$ cat config.mk
export PLATFORM = sky130hd
export DESIGN_NAME = framed_dma_ring_sequencer_flat
export DESIGN_NICKNAME = d
export VERILOG_FILES = /design/src/fdrs_pkg.sv /design/src/fdrs_stream_if.sv /design/src/fdrs_rem_unit.sv /design/src/framed_dma_ring_sequencer.sv /design/src/flat_wrapper.sv
export VERILOG_INCLUDE_DIRS = /design/src /design/src/src
export SDC_FILE = /design/constraint.sdc
export NUM_CORES = 2
export LEC_CHECK = 0
export BUFFER_PORTS_ARGS = -buffer_cell sky130_fd_sc_hd__buf_2
export CORE_MARGIN = 2
export CORE_UTILIZATION = 35
export DETAILED_ROUTE_END_ITERATION = 8
export PLACE_DENSITY_LB_ADDON = 0.25
export SLEW_MARGIN = 20
export SYNTH_ARGS = -nofsm -noshare
export SYNTH_HDL_FRONTEND = slang
export SYNTH_SLANG_ARGS = --single-unit
$ cat constraint.sdc
create_clock -name clk -period 18.3 [get_ports clk]
set_input_delay 1.83 -clock clk [delete_from_list [all_inputs] [get_ports clk]]
set_output_delay 1.83 -clock clk [all_outputs]
set_load 0.01 [all_outputs]
$ cat src/framed_dma_ring_sequencer_macros.svh
// Assertion macros shared by the frame ring sequencer modules.
`ifndef FRAMED_DMA_RING_SEQUENCER_MACROS_SVH
`define FRAMED_DMA_RING_SEQUENCER_MACROS_SVH

// Checks that a condition holds at every clock edge outside reset.
`define FDRS_ASSERT_ALWAYS(label, expr, msg) \
    label: assert property (@(posedge clk) disable iff (!rst_n) (expr)) else $error(msg);

// Checks that a consequence holds at the same edge as its cause.
`define FDRS_ASSERT_IMPLIES(label, ante, cons, msg) \
    label: assert property (@(posedge clk) disable iff (!rst_n) (ante) |-> (cons)) \
        else $error(msg);

`endif

$ cat src/fdrs_pkg.sv
// Types and constants shared by the frame ring sequencer files.
`timescale 1ns / 1ps

package fdrs_pkg;

    // Width of one channel field in the plan and period registers.
    localparam int CHAN_FIELD_BITS = 8;
    // Quotient bits resolved per cycle by the remainder unit.
    localparam int DIGIT_BITS = CHAN_FIELD_BITS;
    localparam int CFG_INDEX_BITS = 3;
    localparam int ADDR_BITS = 64;
    localparam int BYTES_BITS = 32;
    localparam int PLAN_BITS = 16;
    localparam int PROD_BITS = CHAN_FIELD_BITS + BYTES_BITS;

    typedef enum logic [CFG_INDEX_BITS-1:0] {
        CFG_READ_BASE   = 3'd0,
        CFG_WRITE_BASE  = 3'd1,
        CFG_READ_BYTES  = 3'd2,
        CFG_WRITE_BYTES = 3'd3,
        CFG_READ_PLAN   = 3'd4,
        CFG_WRITE_PLAN  = 3'd5,
        CFG_IRQ_PERIODS = 3'd6
    } cfg_index_t;

    typedef struct packed {
        logic start_read;
        logic start_write;
        logic ack_read_irq;
        logic ack_write_irq;
        logic read_engine_idle;
        logic write_engine_idle;
    } in_item_t;

    typedef struct packed {
        logic                  read_launch;
        logic [ADDR_BITS-1:0]  read_launch_address;
        logic [BYTES_BITS-1:0] read_launch_bytes;
        logic                  write_launch;
        logic [ADDR_BITS-1:0]  write_launch_address;
        logic [BYTES_BITS-1:0] write_launch_bytes;
        logic                  read_busy;
        logic                  write_busy;
        logic                  read_irq;
        logic                  write_irq;
    } out_item_t;

    // Request to the shared remainder unit.
    typedef struct packed {
        logic                       start;
        logic [CHAN_FIELD_BITS-1:0] divisor;
    } rem_req_t;

    // Response from the shared remainder unit.
    typedef struct packed {
        logic                       done;
        logic [CHAN_FIELD_BITS-1:0] rem;
    } rem_rsp_t;

endpackage

$ cat src/fdrs_stream_if.sv
// Valid/ready stream channel carrying one item per handshake.
`timescale 1ns / 1ps

interface fdrs_stream_if #(
    parameter type item_t = logic
) ();

    logic  valid;
    logic  ready;
    item_t data;

    modport source (output valid, output data, input ready);
    modport sink (input valid, input data, output ready);

endinterface

$ cat src/fdrs_rem_unit.sv
// Iterative remainder unit: frame count modulo an 8-bit divisor, one digit per cycle.
`timescale 1ns / 1ps
`include "framed_dma_ring_sequencer_macros.svh"

module fdrs_rem_unit #(
    parameter int DIVIDEND_WIDTH = 32
) (
    input  logic                            clk,
    input  logic                            rst_n,
    input  fdrs_pkg::rem_req_t              req,
    input  logic [DIVIDEND_WIDTH-1:0]       dividend,
    output fdrs_pkg::rem_rsp_t              rsp
);

    import fdrs_pkg::*;

    localparam int Steps = (DIVIDEND_WIDTH + DIGIT_BITS - 1) / DIGIT_BITS;
    localparam int PadWidth = Steps * DIGIT_BITS;
    localparam int CountWidth = $clog2(Steps + 1);

    logic [PadWidth-1:0]        shift_reg;
    logic [DIGIT_BITS-1:0]      rem_reg;
    logic [DIGIT_BITS-1:0]      div_reg;
    logic [CountWidth-1:0]      count_reg;
    logic                       done_reg;
    logic [DIGIT_BITS-1:0]      rem_next;
    logic [DIGIT_BITS:0]        trial;
    logic [DIGIT_BITS-1:0]      partial;

    // Restoring remainder over one digit of the dividend, most significant bit first.
    always_comb
    begin
        partial = rem_reg;
        trial = '0;
        for (int i = 0; i < DIGIT_BITS; i++)
        begin
            trial = {partial, shift_reg[PadWidth-1-i]};
            if (trial >= {1'b0, div_reg})
            begin
                trial = trial - {1'b0, div_reg};
            end
            partial = trial[DIGIT_BITS-1:0];
        end
        rem_next = partial;
    end

    always_ff @(posedge clk or negedge rst_n)
    begin
        if (!rst_n)
        begin
            shift_reg <= '0;
            rem_reg   <= '0;
            div_reg   <= '0;
            count_reg <= '0;
            done_reg  <= 1'b0;
        end
        else
        begin
            done_reg <= 1'b0;
            if (req.start)
            begin
                shift_reg <= PadWidth'(dividend);
                rem_reg   <= '0;
                div_reg   <= req.divisor;
                count_reg <= CountWidth'(Steps);
            end
            else if (count_reg != '0)
            begin
                shift_reg <= shift_reg << DIGIT_BITS;
                rem_reg   <= rem_next;
                count_reg <= count_reg - CountWidth'(1);
                done_reg  <= (count_reg == CountWidth'(1));
            end
        end
    end

    assign rsp.done = done_reg;
    assign rsp.rem  = rem_reg;

    `FDRS_ASSERT_IMPLIES(a_rem_below_divisor, done_reg, rem_reg < div_reg, "remainder not below divisor")
    `FDRS_ASSERT_IMPLIES(a_no_restart_while_busy, req.start, count_reg == '0, "remainder unit restarted while busy")
    `FDRS_ASSERT_ALWAYS(a_count_in_range, count_reg <= CountWidth'(Steps), "remainder step count out of range")

endmodule

$ cat src/framed_dma_ring_sequencer.sv
// Top level of the two-channel frame ring sequencer for a stream DMA.
`timescale 1ns / 1ps
`include "framed_dma_ring_sequencer_macros.svh"

// The sequencer takes one tick item at a time and answers each with one result item that
// reports the frame launched on the read and on the write channel, the launch address and
// length, and the busy and interrupt levels after the tick. A start bit is held pending
// until its channel is idle; starting latches the channel's base, frame length, plan and
// interrupt period, and launches frame 0 at the base. While running, an engine idle report
// counts one frame, may raise the interrupt, and either ends the run or launches the next
// frame at base + (done mod ring) * bytes. A tick in which neither channel counts a frame
// goes through the channel step of each channel and then the output step, which registers
// the result. Each channel that counts a frame adds a pass through the shared remainder
// unit for the interrupt period and, unless its run ends, a second pass for the ring slot,
// with the multiply by the frame length done as the ring pass ends, and then an address
// add step. The output step waits while an older result is still unread. A new item is
// accepted as soon as the sequencer is back in idle, even while the previous result is
// still waiting to be taken. Configuration writes belong to idle periods; a write to an
// index past the interrupt period register is dropped.
module framed_dma_ring_sequencer #(
    parameter int FRAME_COUNT_WIDTH = 32
) (
    input  logic                                  clk,
    input  logic                                  rst_n,
    input  logic                                  cfg_write,
    input  logic [fdrs_pkg::CFG_INDEX_BITS-1:0]   cfg_index,
    input  logic [fdrs_pkg::ADDR_BITS-1:0]        cfg_data,
    fdrs_stream_if.sink                           in_item,
    fdrs_stream_if.source                         out_item
);

    import fdrs_pkg::*;

    typedef enum logic [2:0] {
        ST_IDLE,
        ST_CHAN,
        ST_MOD_PERIOD,
        ST_MOD_RING,
        ST_ADDR,
        ST_OUT
    } state_t;

    localparam int FW = FRAME_COUNT_WIDTH;

    // Sequencer control.
    state_t                      state_reg;
    logic                        ch_reg;
    in_item_t                    item_reg;

    // Configuration registers, index 0 is the read channel.
    logic [ADDR_BITS-1:0]        base_cfg_reg [2];
    logic [BYTES_BITS-1:0]       bytes_cfg_reg [2];
    logic [PLAN_BITS-1:0]        plan_cfg_reg [2];
    logic [PLAN_BITS-1:0]        periods_cfg_reg;

    // Per-channel run state and the copies latched at start.
    logic                        active_reg [2];
    logic                        pending_reg [2];
    logic                        irq_reg [2];
    logic [FW-1:0]               done_reg [2];
    logic [ADDR_BITS-1:0]        base_lat_reg [2];
    logic [BYTES_BITS-1:0]       bytes_lat_reg [2];
    logic [CHAN_FIELD_BITS-1:0]  total_reg [2];
    logic [CHAN_FIELD_BITS-1:0]  ring_reg [2];
    logic [CHAN_FIELD_BITS-1:0]  period_reg [2];

    // Launch outcome of the current tick.
    logic                        launch_reg [2];
    logic [ADDR_BITS-1:0]        addr_reg [2];
    logic [BYTES_BITS-1:0]       len_reg [2];

    // Arithmetic path.
    logic [PROD_BITS-1:0]        prod_reg;
    rem_req_t                    rem_req_reg;
    logic [FW-1:0]               dividend_reg;
    rem_rsp_t                    rem_rsp;

    // Output register.
    logic                        out_valid_reg;
    out_item_t                   out_data_reg;

    // Per-channel views selected by the channel pointer.
    logic                        start_bit;
    logic                        ack_bit;
    logic                        idle_bit;
    logic                        irq_after_ack;
    logic                        pending_after_start;
    logic [FW-1:0]               done_inc;
    logic [CHAN_FIELD_BITS-1:0]  period_cfg_sel;
    logic                        run_ends;
    state_t                      after_chan_state;

    always_comb
    begin
        start_bit = ch_reg ? item_reg.start_write : item_reg.start_read;
        ack_bit   = ch_reg ? item_reg.ack_write_irq : item_reg.ack_read_irq;
        idle_bit  = ch_reg ? item_reg.write_engine_idle : item_reg.read_engine_idle;
        // Acknowledge clears first, so a new interrupt later in the tick still wins.
        irq_after_ack       = irq_reg[ch_reg] & ~ack_bit;
        pending_after_start = pending_reg[ch_reg] | start_bit;
        done_inc            = done_reg[ch_reg] + FW'(1);
        period_cfg_sel      = ch_reg ? periods_cfg_reg[PLAN_BITS-1:CHAN_FIELD_BITS]
                                     : periods_cfg_reg[CHAN_FIELD_BITS-1:0];
        // A total of zero means the run never ends.
        run_ends = (total_reg[ch_reg] != '0) && (done_reg[ch_reg] >= FW'(total_reg[ch_reg]));
        // The write channel is handled last; after it the result is built.
        after_chan_state = ch_reg ? ST_OUT : ST_CHAN;
    end

    fdrs_rem_unit #(
        .DIVIDEND_WIDTH (FW)
    ) u_rem (
        .clk      (clk),
        .rst_n    (rst_n),
        .req      (rem_req_reg),
        .dividend (dividend_reg),
        .rsp      (rem_rsp)
    );

    always_ff @(posedge clk or negedge rst_n)
    begin
        if (!rst_n)
        begin
            state_reg       <= ST_IDLE;
            ch_reg          <= 1'b0;
            item_reg        <= '0;
            periods_cfg_reg <= '0;
            prod_reg        <= '0;
            rem_req_reg     <= '0;
            dividend_reg    <= '0;
            out_valid_reg   <= 1'b0;
            out_data_reg    <= '0;
            for (int c = 0; c < 2; c++)
            begin
                base_cfg_reg[c]  <= '0;
                bytes_cfg_reg[c] <= '0;
                plan_cfg_reg[c]  <= '0;
                active_reg[c]    <= 1'b0;
                pending_reg[c]   <= 1'b0;
                irq_reg[c]       <= 1'b0;
                done_reg[c]      <= '0;
                base_lat_reg[c]  <= '0;
                bytes_lat_reg[c] <= '0;
                total_reg[c]     <= '0;
                ring_reg[c]      <= '0;
                period_reg[c]    <= '0;
                launch_reg[c]    <= 1'b0;
                addr_reg[c]      <= '0;
                len_reg[c]       <= '0;
            end
        end
        else
        begin
            rem_req_reg.start <= 1'b0;

            if (cfg_write)
            begin
                unique case (cfg_index)
                    CFG_READ_BASE:   base_cfg_reg[0]  <= cfg_data;
                    CFG_WRITE_BASE:  base_cfg_reg[1]  <= cfg_data;
                    CFG_READ_BYTES:  bytes_cfg_reg[0] <= cfg_data[BYTES_BITS-1:0];
                    CFG_WRITE_BYTES: bytes_cfg_reg[1] <= cfg_data[BYTES_BITS-1:0];
                    CFG_READ_PLAN:   plan_cfg_reg[0]  <= cfg_data[PLAN_BITS-1:0];
                    CFG_WRITE_PLAN:  plan_cfg_reg[1]  <= cfg_data[PLAN_BITS-1:0];
                    CFG_IRQ_PERIODS: periods_cfg_reg  <= cfg_data[PLAN_BITS-1:0];
                    default:         ;
                endcase
            end

            if (out_valid_reg && out_item.ready)
            begin
                out_valid_reg <= 1'b0;
            end

            unique case (state_reg)
                ST_IDLE:
                begin
                    if (in_item.valid)
                    begin
                        item_reg  <= in_item.data;
                        ch_reg    <= 1'b0;
                        state_reg <= ST_CHAN;
                    end
                end

                ST_CHAN:
                begin
                    launch_reg[ch_reg] <= 1'b0;
                    addr_reg[ch_reg]   <= '0;
                    len_reg[ch_reg]    <= '0;
                    irq_reg[ch_reg]    <= irq_after_ack;
                    pending_reg[ch_reg] <= pending_after_start;
                    if (!active_reg[ch_reg])
                    begin
                        if (pending_after_start)
                        begin
                            // Start: latch the plan and launch frame 0 at the base.
                            pending_reg[ch_reg]   <= 1'b0;
                            active_reg[ch_reg]    <= 1'b1;
                            done_reg[ch_reg]      <= '0;
                            base_lat_reg[ch_reg]  <= base_cfg_reg[ch_reg];
                            bytes_lat_reg[ch_reg] <= bytes_cfg_reg[ch_reg];
                            total_reg[ch_reg]     <= plan_cfg_reg[ch_reg][CHAN_FIELD_BITS-1:0];
                            ring_reg[ch_reg]      <=
                                plan_cfg_reg[ch_reg][PLAN_BITS-1:CHAN_FIELD_BITS];
                            period_reg[ch_reg]    <= period_cfg_sel;
                            launch_reg[ch_reg]    <= 1'b1;
                            addr_reg[ch_reg]      <= base_cfg_reg[ch_reg];
                            len_reg[ch_reg]       <= bytes_cfg_reg[ch_reg];
                        end
                        ch_reg    <= 1'b1;
                        state_reg <= after_chan_state;
                    end
                    else if (idle_bit)
                    begin
                        // One frame finished; test it against the interrupt period.
                        done_reg[ch_reg]    <= done_inc;
                        dividend_reg        <= done_inc;
                        rem_req_reg.start   <= 1'b1;
                        rem_req_reg.divisor <= (period_reg[ch_reg] != '0) ?
                                               period_reg[ch_reg] : CHAN_FIELD_BITS'(1);
                        state_reg           <= ST_MOD_PERIOD;
                    end
                    else
                    begin
                        ch_reg    <= 1'b1;
                        state_reg <= after_chan_state;
                    end
                end

                ST_MOD_PERIOD:
                begin
                    if (rem_rsp.done)
                    begin
                        if ((period_reg[ch_reg] != '0) && (rem_rsp.rem == '0))
                        begin
                            irq_reg[ch_reg] <= 1'b1;
                        end
                        if (run_ends)
                        begin
                            active_reg[ch_reg] <= 1'b0;
                            ch_reg             <= 1'b1;
                            state_reg          <= after_chan_state;
                        end
                        else
                        begin
                            // Ring slot of the next frame; an empty ring acts as one frame.
                            dividend_reg        <= done_reg[ch_reg];
                            rem_req_reg.start   <= 1'b1;
                            rem_req_reg.divisor <= (ring_reg[ch_reg] != '0) ?
                                                   ring_reg[ch_reg] : CHAN_FIELD_BITS'(1);
                            state_reg           <= ST_MOD_RING;
                        end
                    end
                end

                ST_MOD_RING:
                begin
                    if (rem_rsp.done)
                    begin
                        prod_reg  <= PROD_BITS'(rem_rsp.rem) * PROD_BITS'(bytes_lat_reg[ch_reg]);
                        state_reg <= ST_ADDR;
                    end
                end

                ST_ADDR:
                begin
                    launch_reg[ch_reg] <= 1'b1;
                    addr_reg[ch_reg]   <= base_lat_reg[ch_reg] + ADDR_BITS'(prod_reg);
                    len_reg[ch_reg]    <= bytes_lat_reg[ch_reg];
                    ch_reg             <= 1'b1;
                    state_reg          <= after_chan_state;
                end

                ST_OUT:
                begin
                    // Wait only while an older result still sits unread.
                    if (!out_valid_reg || out_item.ready)
                    begin
                        out_valid_reg                     <= 1'b1;
                        out_data_reg.read_launch          <= launch_reg[0];
                        out_data_reg.read_launch_address  <= addr_reg[0];
                        out_data_reg.read_launch_bytes    <= len_reg[0];
                        out_data_reg.write_launch         <= launch_reg[1];
                        out_data_reg.write_launch_address <= addr_reg[1];
                        out_data_reg.write_launch_bytes   <= len_reg[1];
                        out_data_reg.read_busy            <= active_reg[0];
                        out_data_reg.write_busy           <= active_reg[1];
                        out_data_reg.read_irq             <= irq_reg[0];
                        out_data_reg.write_irq            <= irq_reg[1];
                        state_reg                         <= ST_IDLE;
                    end
                end

                default:
                begin
                    state_reg <= ST_IDLE;
                end
            endcase
        end
    end

    assign in_item.ready  = (state_reg == ST_IDLE);
    assign out_item.valid = out_valid_reg;
    assign out_item.data  = out_data_reg;

    `FDRS_ASSERT_IMPLIES(a_launch_implies_busy, out_item.valid && (out_item.data.read_launch || out_item.data.write_launch), (!out_item.data.read_launch || out_item.data.read_busy) && (!out_item.data.write_launch || out_item.data.write_busy), "launch reported on a stopped channel")
    `FDRS_ASSERT_IMPLIES(a_read_done_below_total, (state_reg == ST_IDLE) && active_reg[0] && (total_reg[0] != '0), done_reg[0] < FW'(total_reg[0]), "read channel ran past its frame total")
    `FDRS_ASSERT_IMPLIES(a_write_done_below_total, (state_reg == ST_IDLE) && active_reg[1] && (total_reg[1] != '0), done_reg[1] < FW'(total_reg[1]), "write channel ran past its frame total")
    `FDRS_ASSERT_IMPLIES(a_rem_done_when_waiting, rem_rsp.done, (state_reg == ST_MOD_PERIOD) || (state_reg == ST_MOD_RING), "remainder result arrived with no waiting step")

endmodule

$ cat src/flat_wrapper.sv
// flat-port wrapper written by rule: the top's interface ports become plain ports
module framed_dma_ring_sequencer_flat import fdrs_pkg::*;
#(
    parameter int FRAME_COUNT_WIDTH = 32
)
  (clk, rst_n, cfg_write, cfg_index, cfg_data, in_item_valid, in_item_data, in_item_ready, out_item_valid, out_item_data, out_item_ready);
  fdrs_stream_if #(.item_t(in_item_t)) in_item_i ();
  fdrs_stream_if #(.item_t(out_item_t)) out_item_i ();
  input  logic clk;
  input  logic rst_n;
  input  logic cfg_write;
  input  logic [fdrs_pkg::CFG_INDEX_BITS-1:0] cfg_index;
  input  logic [fdrs_pkg::ADDR_BITS-1:0] cfg_data;
  input wire logic [$bits(in_item_i.valid)-1:0] in_item_valid;
  input wire logic [$bits(in_item_i.data)-1:0] in_item_data;
  output wire logic [$bits(in_item_i.ready)-1:0] in_item_ready;
  output wire logic [$bits(out_item_i.valid)-1:0] out_item_valid;
  output wire logic [$bits(out_item_i.data)-1:0] out_item_data;
  input wire logic [$bits(out_item_i.ready)-1:0] out_item_ready;
  assign in_item_i.valid = in_item_valid;
  assign in_item_i.data = in_item_data;
  assign in_item_ready = in_item_i.ready;
  assign out_item_valid = out_item_i.valid;
  assign out_item_data = out_item_i.data;
  assign out_item_i.ready = out_item_ready;
  framed_dma_ring_sequencer #(.FRAME_COUNT_WIDTH(FRAME_COUNT_WIDTH)) u_core (.clk(clk), .rst_n(rst_n), .cfg_write(cfg_write), .cfg_index(cfg_index), .cfg_data(cfg_data), .in_item(in_item_i), .out_item(out_item_i));
endmodule
==> metrics.txt <==
share of the synthesized area in the top cell type=0.461; Syn. warnings=0; Synth area leaders=dfrtp_1, mux2_2, nand2_1; post-route ant nets=0; Inserted Clock Buffers=119; reg2reg end=u_core.u_rem.rem_reg[1]; syn_area_per_cell=10.3 um^2; initial antenna violation count=19; clk_skew=99.9 ps; die area=0.172 mm^2; top fanout value on the critical path=6; Critical Path Start Type=flop; final setup vio count=0; # DRC=0; critical path startpoint=u_core.u_rem.div_reg[6]; post-synthesis cell type count=79; core area=0.167 mm^2; overall routing resource usage=0.211; H-Tree Depth=3; number of synthesized register bits=1086; Worst-path clk slew=60 ps; Tcrit/Tclk final=0.921; Max-cap violations=0; num rows=150; hold crit path type=reg -> reg; gr ovfl total=0; area growth from synthesis to layout=16.4%; M2 GR Usage=0.354; crit path time final=16850 ps; reg2reg path depth=84; Ports=278; Worst Setup End Kind=flop; GR Layer Usage met1=0.282; DR vias=43400; gate count of the mapped netlist=5698; kind of critical path=reg -> reg; routing usage on met3=0.0217; Root Driver=clkbuf_16; drt pass-1 iters=5; CTS sink cnt=1086; Initial Util=0.352; final hold slack=470 ps; layout cells sized above 1=0.222; crit path capture=u_core.u_rem.rem_reg[1]; TritonCTS clock tree=done; Required @ worst endpoint=18990 ps; Chip Width=414 um; register area share after synthesis=0.461; Worst-Skew Late Latency=820 ps; PortBufs=277; routed wire length per instance=21.7 um; Total Wirelength=181000 um; Max clock buf depth=3; area leader, netlist=dfrtp_1; Hold-fix buffers, CTS=0; Slew HR=0.222; HPWL Detailed=125000 um; Syn Nets=6141; Worst R2R Setup Slack=1450 ps; crit-path max cell delay=530 ps; Post-synth EDFFs=0; main flop type after synthesis=dfrtp_1; Critical Path AT=17540 ps; largest net degree at the start of global routing=164; mapped cell area=0.0589 mm^2; GRT busiest layer=met2; via count of the first global-routing pass=44500; initial drt markers=3167; CP max-delay cell=or4_1; first-pass GRT wire length=280000 um; Die H=414 um; Final Hold Viols=0; Slew Limit Fails=0; FMAX=59.3 MHz; Synth async-reset ratio=1.00; slew of the pin with the lowest slew margin=1160 ps; gpl congestion=0.868; Via-to-Cell Ratio=5.19; unrepaired setup endpoints after global routing=no; cell mode on critical path=ha_1; worst flop-to-flop path startpoint=u_core.u_rem.div_reg[6]; status=completed; Total Neg Setup Slack=0 ps; Nets=6499
-- routing by layer --
layer | share of wire | vias up
met4 | 0.037 | 2
met1 | 0.44 | 22100
met2 | 0.48 | 870
met3 | 0.035 | 261
met5 | 0.000066 | -
li1 | - | 20200
-- placed cells by master, fill, tap and decap left out, drive strengths merged, types with 8 or more instances in the layout --
cell | Yosys | final
xnor2 | 120 | 120
or2 | 14 | 14
nand2b | 35 | 35
a221o | 10 | 10
clkinv | 0 | 18
a211oi | 23 | 23
nor4 | 12 | 12
clkbuf | 254 | 178
o21ai | 525 | 525
and3 | 23 | 23
and2 | 100 | 100
nand3 | 45 | 45
o21a | 18 | 18
nor3b | 8 | 8
a32oi | 8 | 8
o31ai | 10 | 10
nor2b | 53 | 53
nand2 | 1086 | 1086
a21boi | 14 | 14
a21oi | 197 | 197
xor2 | 88 | 88
o211ai | 9 | 9
a22oi | 108 | 108
nand4 | 32 | 32
dfrtp | 1086 | 1086
ha | 176 | 176
mux2i | 193 | 193
mux2 | 553 | 553
a21o | 57 | 57
fa | 189 | 189
o21bai | 11 | 11
buf | 42 | 533
nor3 | 38 | 38
or3 | 17 | 17
inv | 234 | 239
bufinv | 0 | 16
a31oi | 20 | 20
nor2 | 195 | 195
-- worst min path at each step --
stage                       startpoint                   endpoint  slack, ps  cells after the start
2_1_floorplan       u_core.ring_reg[8]         u_core.ring_reg[8]        440                      2
3_3_place_gp   u_core.base_lat_reg[80]    u_core.base_lat_reg[80]        450                      2
3_5_place_dp       u_core.ring_reg[10]        u_core.ring_reg[10]        460                      2
4_1_cts         u_core.dividend_reg[3]  u_core.u_rem.shift_reg[3]        470                      2
5_1_grt           u_core.total_reg[11]       u_core.total_reg[11]        490                      2
6_report        u_core.dividend_reg[3]  u_core.u_rem.shift_reg[3]        470                      2
-- critical path, delay by kind of cell, from the launching register on --
family / cells / cell delay (ps)
and+or+nand+nor: 17 / 3050
AOI/OAI and AO/OA: 44 / 7930
muxes: 7 / 2350
buffers and inverters: 8 / 930
adders and majority gates: 8 / 2110
DFF: 1 / 370
-- cells by family after synthesis --
logic type	count (synthesis)	synth area share
AOI/OAI and AO/OA	1083	0.110
xor gates and xnor gates	208	0.0309
adders and majority gates	365	0.102
buffers and inverters	530	0.0342
DFF	1086	0.461
muxes	746	0.138
and+or+nand+nor	1680	0.124
-- cell type report --
type                       count  area [um^2]
fill                       16200        98700
multi-input combinational   4082        29900
sequential                  1086        27200
clock buffer                 178         3630
timing repair buffer         533         3380
tap                         2204         2760
inverter                     234          878
clock inverter                45          805
antenna                        2         5.00
-- cell usage after synthesis, drive strengths merged, types with 6 or more instances --
| cell type | number |
|---|---|
| a32oi | 8 |
| a21boi | 14 |
| and2 | 100 |
| o31ai | 10 |
| o21a | 18 |
| a221o | 10 |
| or3 | 17 |
| buf | 42 |
| mux2 | 553 |
| a31oi | 20 |
| o21bai | 11 |
| fa | 189 |
| o211ai | 9 |
| a21oi | 197 |
| nor2 | 195 |
| nand3 | 45 |
| dfrtp | 1086 |
| nor2b | 53 |
| nand4 | 32 |
| clkbuf | 254 |
| ha | 176 |
| xnor2 | 120 |
| nor4 | 12 |
| nor3b | 8 |
| mux2i | 193 |
| a211oi | 23 |
| nand2 | 1086 |
| or2 | 14 |
| inv | 234 |
| nand2b | 35 |
| nor3 | 38 |
| xor2 | 88 |
| a31o | 6 |
| a21o | 57 |
| and3 | 23 |
| o21ai | 525 |
| a22oi | 108 |
-- what timing repair did --
| item | CTS | global route |
|---|---|---|
| resized for setup | 0 | 16 |
| endpoints found under the setup margin | 0 | 8 |
| setup buffers | 0 | 2 |
-- per-stage QoR --
| stage | util | area (um^2) | worst slack (ps) | instances |
|---|---|---|---|---|
| after global placement | 0.383 | 64100 | 812 | 8137 |
| after CTS | 0.410 | 68500 | 498 | 8360 |
| after floorplan | - | 58900 | 1210 | 5698 |
| after detailed placement | 0.383 | 64100 | 663 | 8137 |
| final | 0.410 | 68600 | 1450 | 8364 |
| after global routing | 0.410 | 68600 | 41.2 | 8363 |
Power is not shown: default switching activity piles up to over one toggle a cycle in this logic, so the estimate is an artifact.
